[config.mk]
export PLATFORM = sky130hd
export DESIGN_NAME = longest_common_substring
export DESIGN_NICKNAME = d
export VERILOG_FILES = /design/src/rtl/core/lcs_pkg.sv /design/src/rtl/core/lcs_cell.sv /design/src/rtl/core/lcs_max_tree.sv /design/src/rtl/core/longest_common_substring.sv
export SDC_FILE = /design/constraint.sdc
export NUM_CORES = 1
export LEC_CHECK = 0
export ABC_CLOCK_PERIOD_IN_PS = 2500
export BUFFER_PORTS_ARGS = -buffer_cell sky130_fd_sc_hd__buf_2
export CORE_MARGIN = 4
export CORE_UTILIZATION = 45
export DETAILED_ROUTE_END_ITERATION = 16
export SKIP_CTS_REPAIR_TIMING = 1
export SYNTH_ARGS = -nofsm -noshare
export SYNTH_HDL_FRONTEND = slang
export SYNTH_SLANG_ARGS = --single-unit
[constraint.sdc]
create_clock -name clock -period 2.5 [get_ports clock]
set_input_delay 0.25 -clock clock [delete_from_list [all_inputs] [get_ports clock]]
set_output_delay 0.25 -clock clock [all_outputs]
set_load 0.1 [all_outputs]
[src/rtl/core/lcs_pkg.sv]
`timescale 1ns / 1ps

package lcs_pkg;

   localparam int RUN_W               = 6;
   localparam int BYTE_W              = 8;
   localparam int CSR_DATA_W          = 64;
   localparam int CSR_INDEX_W         = 3;
   localparam int PATTERN_MAX_DEFAULT = 32;
   // pattern bytes backed by the four pattern registers
   localparam int REG_PATTERN_BYTES   = 32;

   typedef logic [RUN_W-1:0]  run_type;
   typedef logic [BYTE_W-1:0] byte_type;

   localparam run_type RUN_MAX = '1;

   typedef enum logic [CSR_INDEX_W-1:0] {
      CSR_PATTERN_0 = 3'd0,
      CSR_PATTERN_1 = 3'd1,
      CSR_PATTERN_2 = 3'd2,
      CSR_PATTERN_3 = 3'd3,
      CSR_LENGTH    = 3'd4
   } csr_index_type;

   // broadcast to every cell of the row
   typedef struct packed {
      logic     step;
      logic     clear;
      byte_type text_byte;
   } cell_ctrl_type;

   function automatic run_type max_run(input run_type a, input run_type b);
      return (a > b) ? a : b;
   endfunction

endpackage

[src/rtl/core/lcs_cell.sv]
`timescale 1ns / 1ps

module lcs_cell (
   input  logic                   clock,
   input  logic                   reset,
   input  lcs_pkg::cell_ctrl_type ctrl,
   input  lcs_pkg::byte_type      pattern_byte,
   input  logic                   active,
   input  lcs_pkg::run_type       left_run,
   output lcs_pkg::run_type       run
);
   import lcs_pkg::*;

   run_type run_ff;
   run_type run_in;

   always_comb begin
      run_in = run_ff;
      if (ctrl.clear) begin
         run_in = '0;
      end else if (ctrl.step) begin
         if (active && (pattern_byte == ctrl.text_byte)) begin
            // extend the diagonal run of the left neighbour, saturating
            run_in = (left_run == RUN_MAX) ? RUN_MAX : run_type'(left_run + 1'b1);
         end else begin
            run_in = '0;
         end
      end
   end

   always_ff @(posedge clock) begin
      if (reset) begin
         run_ff <= '0;
      end else begin
         run_ff <= run_in;
      end
   end

   assign run = run_ff;

endmodule

[src/rtl/core/lcs_max_tree.sv]
`timescale 1ns / 1ps

module lcs_max_tree #(
   parameter int N = lcs_pkg::PATTERN_MAX_DEFAULT
) (
   input  logic                          clock,
   input  logic [N*lcs_pkg::RUN_W-1:0]   leaves,
   output lcs_pkg::run_type              root
);
   import lcs_pkg::*;

   localparam int LEVELS = (N > 1) ? $clog2(N) : 0;
   localparam int LEAVES = 1 << LEVELS;

   run_type leaf_w [0:LEAVES-1];

   genvar k;
   generate
      for (k = 0; k < LEAVES; k++) begin : g_leaf
         if (k < N) begin : g_real
            assign leaf_w[k] = leaves[k*RUN_W +: RUN_W];
         end else begin : g_pad
            assign leaf_w[k] = '0;
         end
      end

      if (LEAVES > 1) begin : g_tree
         // heap order: node 1 is the root, children of i are 2i and 2i+1
         run_type node_ff [1:LEAVES-1];
         genvar i;
         for (i = 1; i < LEAVES; i++) begin : g_node
            if (2 * i >= LEAVES) begin : g_bottom
               always_ff @(posedge clock) begin
                  node_ff[i] <= max_run(leaf_w[2*i-LEAVES], leaf_w[2*i+1-LEAVES]);
               end
            end else begin : g_inner
               always_ff @(posedge clock) begin
                  node_ff[i] <= max_run(node_ff[2*i], node_ff[2*i+1]);
               end
            end
         end
         assign root = node_ff[1];
      end else begin : g_single
         assign root = leaf_w[0];
      end
   endgenerate

endmodule

[src/rtl/core/longest_common_substring.sv]
`timescale 1ns / 1ps

// Streaming longest common substring against a pattern of up to 32 bytes.
// Configuration: write the four pattern registers and the length through
// csr_write / csr_index / csr_wdata while no word is in flight.
// Request channel: one text byte per word, req_text_last marks the end of a
// text. Response channel: one word per request with the longest run ending at
// that byte, the best run so far in this text and the end-of-text flag.
// A request steps the cell row; its result then passes through the
// registered max tree, clog2(PATTERN_MAX) levels deep (5 at the default size),
// into the response register. One request is in work at a time; the next
// request is taken only after the previous result has left the max tree and
// been registered for the response.
// A finished word sits in the response register; while rsp_stall is high the
// next request can still be accepted and worked on, and the block then
// holds it until the response register frees.
// After a word with req_text_last the run row and the best value clear.
// Reset (synchronous) clears the row, the best value, the pattern and length
// registers and the control state, and drops rsp_valid; no clearing pass is needed.
module longest_common_substring #(
   parameter int PATTERN_MAX = lcs_pkg::PATTERN_MAX_DEFAULT
) (
   input  logic                              clock,
   input  logic                              reset,
   input  logic                              req_valid,
   output logic                              req_stall,
   input  lcs_pkg::byte_type                 req_text_byte,
   input  logic                              req_text_last,
   output logic                              rsp_valid,
   input  logic                              rsp_stall,
   output lcs_pkg::run_type                  rsp_run_ending_here,
   output lcs_pkg::run_type                  rsp_best_length,
   output logic                              rsp_text_done,
   input  logic                              csr_write,
   input  logic [lcs_pkg::CSR_INDEX_W-1:0]   csr_index,
   input  logic [lcs_pkg::CSR_DATA_W-1:0]    csr_wdata
);
   import lcs_pkg::*;

   localparam int LAT   = (PATTERN_MAX > 1) ? $clog2(PATTERN_MAX) : 0;
   localparam int CNT_W = (LAT > 0) ? $clog2(LAT + 1) : 1;

   logic [CSR_DATA_W-1:0] pattern_ff [0:3];
   logic [RUN_W-1:0]      pattern_length_ff;

   logic             busy_ff;
   logic [CNT_W-1:0] count_ff;
   logic             last_ff;
   run_type          best_ff;
   logic             rsp_valid_ff;
   run_type          rsp_run_ff;
   run_type          rsp_best_ff;
   logic             rsp_done_ff;

   logic          req_accept;
   logic          done_now;
   cell_ctrl_type cell_ctrl;
   run_type       root;
   run_type       best_in;
   logic [PATTERN_MAX*RUN_W-1:0] row_w;

   assign req_stall  = busy_ff;
   assign req_accept = req_valid && !req_stall;
   assign done_now   = busy_ff && (count_ff == CNT_W'(LAT)) && (!rsp_valid_ff || !rsp_stall);

   assign cell_ctrl.step      = req_accept;
   assign cell_ctrl.clear     = done_now && last_ff;
   assign cell_ctrl.text_byte = req_text_byte;

   genvar j;
   generate
      for (j = 0; j < PATTERN_MAX; j++) begin : g_cell
         byte_type pat_byte;
         logic     active;
         run_type  left_run;
         run_type  run;

         if (j < REG_PATTERN_BYTES) begin : g_backed
            assign pat_byte = pattern_ff[j/8][(j%8)*BYTE_W +: BYTE_W];
            // lengths above 32 behave as 32 since only these cells compare
            assign active   = pattern_length_ff > RUN_W'(j);
         end else begin : g_unbacked
            assign pat_byte = '0;
            assign active   = 1'b0;
         end

         if (j == 0) begin : g_first
            assign left_run = '0;
         end else begin : g_chain
            assign left_run = row_w[(j-1)*RUN_W +: RUN_W];
         end

         lcs_cell u_cell (
            .clock        (clock),
            .reset        (reset),
            .ctrl         (cell_ctrl),
            .pattern_byte (pat_byte),
            .active       (active),
            .left_run     (left_run),
            .run          (run)
         );

         assign row_w[j*RUN_W +: RUN_W] = run;
      end
   endgenerate

   lcs_max_tree #(
      .N (PATTERN_MAX)
   ) u_max_tree (
      .clock  (clock),
      .leaves (row_w),
      .root   (root)
   );

   assign best_in = max_run(best_ff, root);

   always_ff @(posedge clock) begin
      if (reset) begin
         pattern_ff[0]     <= '0;
         pattern_ff[1]     <= '0;
         pattern_ff[2]     <= '0;
         pattern_ff[3]     <= '0;
         pattern_length_ff <= '0;
      end else if (csr_write) begin
         case (csr_index)
            CSR_PATTERN_0: pattern_ff[0]     <= csr_wdata;
            CSR_PATTERN_1: pattern_ff[1]     <= csr_wdata;
            CSR_PATTERN_2: pattern_ff[2]     <= csr_wdata;
            CSR_PATTERN_3: pattern_ff[3]     <= csr_wdata;
            CSR_LENGTH:    pattern_length_ff <= csr_wdata[RUN_W-1:0];
            default: begin
            end
         endcase
      end
   end

   always_ff @(posedge clock) begin
      if (reset) begin
         busy_ff      <= 1'b0;
         count_ff     <= '0;
         last_ff      <= 1'b0;
         best_ff      <= '0;
         rsp_valid_ff <= 1'b0;
      end else begin
         if (req_accept) begin
            busy_ff  <= 1'b1;
            count_ff <= '0;
            last_ff  <= req_text_last;
         end else if (busy_ff && (count_ff != CNT_W'(LAT))) begin
            // wait for the max tree to settle on the new row
            count_ff <= count_ff + 1'b1;
         end

         if (done_now) begin
            busy_ff      <= 1'b0;
            rsp_valid_ff <= 1'b1;
            rsp_run_ff   <= root;
            rsp_best_ff  <= best_in;
            rsp_done_ff  <= last_ff;
            best_ff      <= last_ff ? '0 : best_in;
         end else if (rsp_valid_ff && !rsp_stall) begin
            rsp_valid_ff <= 1'b0;
         end
      end
   end

   assign rsp_valid           = rsp_valid_ff;
   assign rsp_run_ending_here = rsp_run_ff;
   assign rsp_best_length     = rsp_best_ff;
   assign rsp_text_done       = rsp_done_ff;

   a_count_bound: assert property (@(posedge clock) disable iff (reset)
      count_ff <= CNT_W'(LAT))
      else $error("settle counter ran past tree depth");

   a_accept_starts_work: assert property (@(posedge clock) disable iff (reset)
      req_accept |=> busy_ff && (count_ff == '0))
      else $error("accepted word did not start work");

   a_best_covers_run: assert property (@(posedge clock) disable iff (reset)
      rsp_valid_ff |-> (rsp_best_ff >= rsp_run_ff))
      else $error("best length below run length");

   a_run_bound: assert property (@(posedge clock) disable iff (reset)
      rsp_valid_ff |-> (rsp_run_ff <= RUN_W'(REG_PATTERN_BYTES)))
      else $error("run longer than the pattern registers");

   a_text_end_clears: assert property (@(posedge clock) disable iff (reset)
      (done_now && last_ff) |=> (best_ff == '0) && (row_w == '0))
      else $error("state not cleared after end of text");

endmodule

==> reports/metrics.yaml <==
die:
  die_area_sq_mm: 0.0766
  dieHeight_um: 277
  coreArea_sq_mm: 0.0715
  num_rows: 98
  die_x_um: 277
  start_util_pct: 45.5
  io_pins: 96
yosys:
  yosysSeqAreaShare_pct: 47.8
  synth_seq_cells: 642
  async_reset_ff_share_pct: 0
  synthMuxAreaShare_pct: 6.35
  ys.flop_type: "dfxtp_1"
  synth_area_sq_mm: 0.0325
  synth_area_per_cell_sq_um: 10.3
  post_synth_xor_area_fraction_pct: 7.68
  yosys.area_share.adder_pct: 8.05
  synth_edf_count: 269
  synth_top_family_by_area: "simple AND/OR/NAND/NOR gates"
  synth-simple-area-share_pct: 16.0
  synth_compound_area_share_pct: 9.55
  yosysUniqueCellTypes: 65
  synthesis.nets: 3430
  synth_cells: 3140
  yosys_warnings: 0
global_routing:
  first_global_vias: 23774
  grt_max_degree: 71
  antenna_found_initial: 0
  grt_pass1_wl_mm: 133
  track_usage_pct: 21.5
  globalRouteOverflowTotal: 0
critical_path:
  rr_worst_depth: 5
  reg2reg_slack_ns: 0.10
  cp_max_fo: 19
  critPathArrivalTime_ns: 3.02
  cp.required_ns: 3.05
  startpoint_type: "input pin"
  cp-end-kind: "flop"
  crit_type: "in2reg"
pwr:
  comb_power_share_pct: 5.7
  switching_power_uw: 5300
  switching_share_pct: 22.3
  leakage_uw: 0.0143
  p_seq_share_pct: 47.8
  pwr-share-clk_pct: 46.5
  power_density_mw_per_mm2: 633
  p_int_uw: 18400
  ir_drop_mv: 0.536
final_layout:
  final_cells: 4324
  nets: 3607
  drive_gt1_share_pct: 15.3
  areaGrowthSynthToFinish_pct: 15.4
  fillCellCount: 6201
cts:
  root_buffer: "clkbuf_16"
  cts_buffers: 73
  clkSinkCount: 642
  htree_levels: 3
  clock_path_buffers: 3
  cts_tree: "built"
  clock_latency_ns: 0.61
  clkSlewWorstSetupHoldPaths_ns: 0.06
min_path:
  hold_path_depth: 2
  hold_class: "in2reg"
run_status:
  status: "finished, final reports clean"
placed_design:
  port-buffer-count: 95
  place_ws_ns: 0.124
  hpwl_mm: 61.2
  globalplace.congestion: 0.872
  place_inst: 4150
drt:
  drtIter0Drc: 1340
  route.detailed.drc: 0
  drt-vias-per-instance: 5.49
  ant_nets: 0
  firstDrtPassIters: 6
  wirelength_mm: 84.7
  avgRoutedWirePerCell_um: 19.6
  vias: 23737
timing:
  period_minus_slack_ns: 2.47
  fin_crit_sh_pct: 99.0
  fmax_ghz: 0.404
  setup_ws_ns: 0.0260
  drv_slew: 0
  setup_viol: 0
  finalClockSkew_ns: 0.0347
  relSlewSlack_pct: 45.5
  fin_setup_tns_ns: 0
  rsz0062_at_grt: "no"
  finalHoldViolations: 0
  worst_pin_slew_ns: 0.811
flow_run:
  cap_violations: 0
stage by stage:
stage	area, sq um	hold WS, ns	util (%)	total power, uW
CTS	37100	-0.107	51.8	23900
floorplan	32500	0.360	-	12300
finish	37500	0.00265	52.4	23700
detailed placement	34600	0.336	48.4	12900
global route	37500	0.000285	52.4	24500
global placement	34600	0.339	48.4	12900
placed cells by master (no fill, tap or decap), types with 15 or more instances in the layout:
master / n
nand2b_1: 21
o32ai_1: 19
clkinv_2: 15
xor2_1: 42
and2_1: 282
nor2b_1: 17
nor2_1: 145
buf_2: 95
o31ai_1: 32
nand3_1: 84
dlygate4sd3_1: 42
nand4_1: 96
buf_4: 82
dfxtp_1: 372
o21ai_0: 114
clkbuf_16: 76
a22oi_1: 38
mux2_2: 169
ha_1: 209
o22ai_1: 26
mux2i_1: 16
nor4_1: 15
inv_1: 222
a21oi_1: 134
buf_12: 19
nand2_1: 210
nor3_1: 17
edfxtp_1: 269
or4_1: 19
a31oi_1: 19
xnor2_1: 243
power by group through the flow:
stage          combinational [uW]  sequential (uW)  clock, uW
2_1_floorplan                 801            11500          0
6_report                     1360            11400      11000
3_5_place_dp                 1300            11600          0
3_3_place_gp                 1290            11600          0
4_1_cts                      1310            11400      11300
5_1_grt                      1460            11400      11700
flip-flops by register name (all words and copies together), names as in the netlist:
register                   count
rsp_valid                      1
g_cell.u_cell.run            177
rsp_best_length                6
req_stall                      1
rsp_text_done                  1
pattern_ff                   256
count_ff                       3
last_ff                        1
rsp_run_ending_here            6
best_ff                        6
pattern_length_ff              6
u_max_tree.g_tree.node_ff    178
per-layer routing:
metal / routed length, um / track usage, %
met5: 0 / 0
met3: 4350 / 3.25
met2: 41400 / 38.0
met4: 1940 / 5.89
met1: 37100 / 27.6
cell usage after synthesis (21+ instances only):
cell / number / share of area (%)
ha_1: 209 / 8.0
a22oi_1: 38 / 0.88
xor2_1: 42 / 1.1
mux2_2: 169 / 5.9
dfxtp_1: 373 / 23
and2_1: 281 / 5.4
a21oi_1: 135 / 2.1
nand2_1: 210 / 2.4
xnor2_1: 243 / 6.5
clkbuf_1: 85 / 0.98
nor2_1: 145 / 1.7
o31ai_1: 32 / 0.74
nand4_1: 96 / 1.8
inv_1: 222 / 2.6
buf_2: 27 / 0.42
o21ai_0: 114 / 1.8
nand3_1: 84 / 1.3
edfxtp_1: 269 / 25
nor3_1: 21 / 0.32
o22ai_1: 26 / 0.50
nand2b_1: 22 / 0.42
cells by family (layout without fill, tap and decap cells):
family,Yosys count,after routing
AOI/OAI and AO/OA,488,488
xor gates and xnor gates,285,285
adders and majority gates,209,209
buffers and inverters,359,592
DFF,642,642
muxes,185,185
other,0,1
and+or+nand+nor,972,972
final timing paths:
path | startpoint | to
min | csr_wdata[24] | pattern_ff[1][24]$_SDFFCE_PN0P_
min reg2reg | u_max_tree.g_tree.node_ff[4][11]$_DFF_P_ | u_max_tree.g_tree.node_ff[2][5]$_SDFF_PP0_
max | req_valid | g_cell[12].u_cell.run[3]$_SDFFE_PP0P_
max reg2reg | req_stall$_SDFFE_PP0P_ | g_cell[12].u_cell.run[3]$_SDFFE_PP0P_
area by class of cell:
class                   count  area, sq um  area share [%]
inverters                 222          833            2.22
multi-input cells        2139        15500            41.5
clock buffers              91         1990            5.30
flip-flops and latches    642        15500            41.5
repair buffers            239         1900            5.08
diodes                      1         2.50         0.00668
well taps                 950         1190            3.17
clock inverters            40          479            1.28
worst max-delay path, cell delays in order:
cell and delay [ns]:
dlygate4sd3_1 0.60, buf_2 0.19, and2b_2 0.45, o21ai_1 0.22
or4_1 0.82, a211oi_1 0.32, a31o_2 0.15
Power figures use the tool's default switching activity.
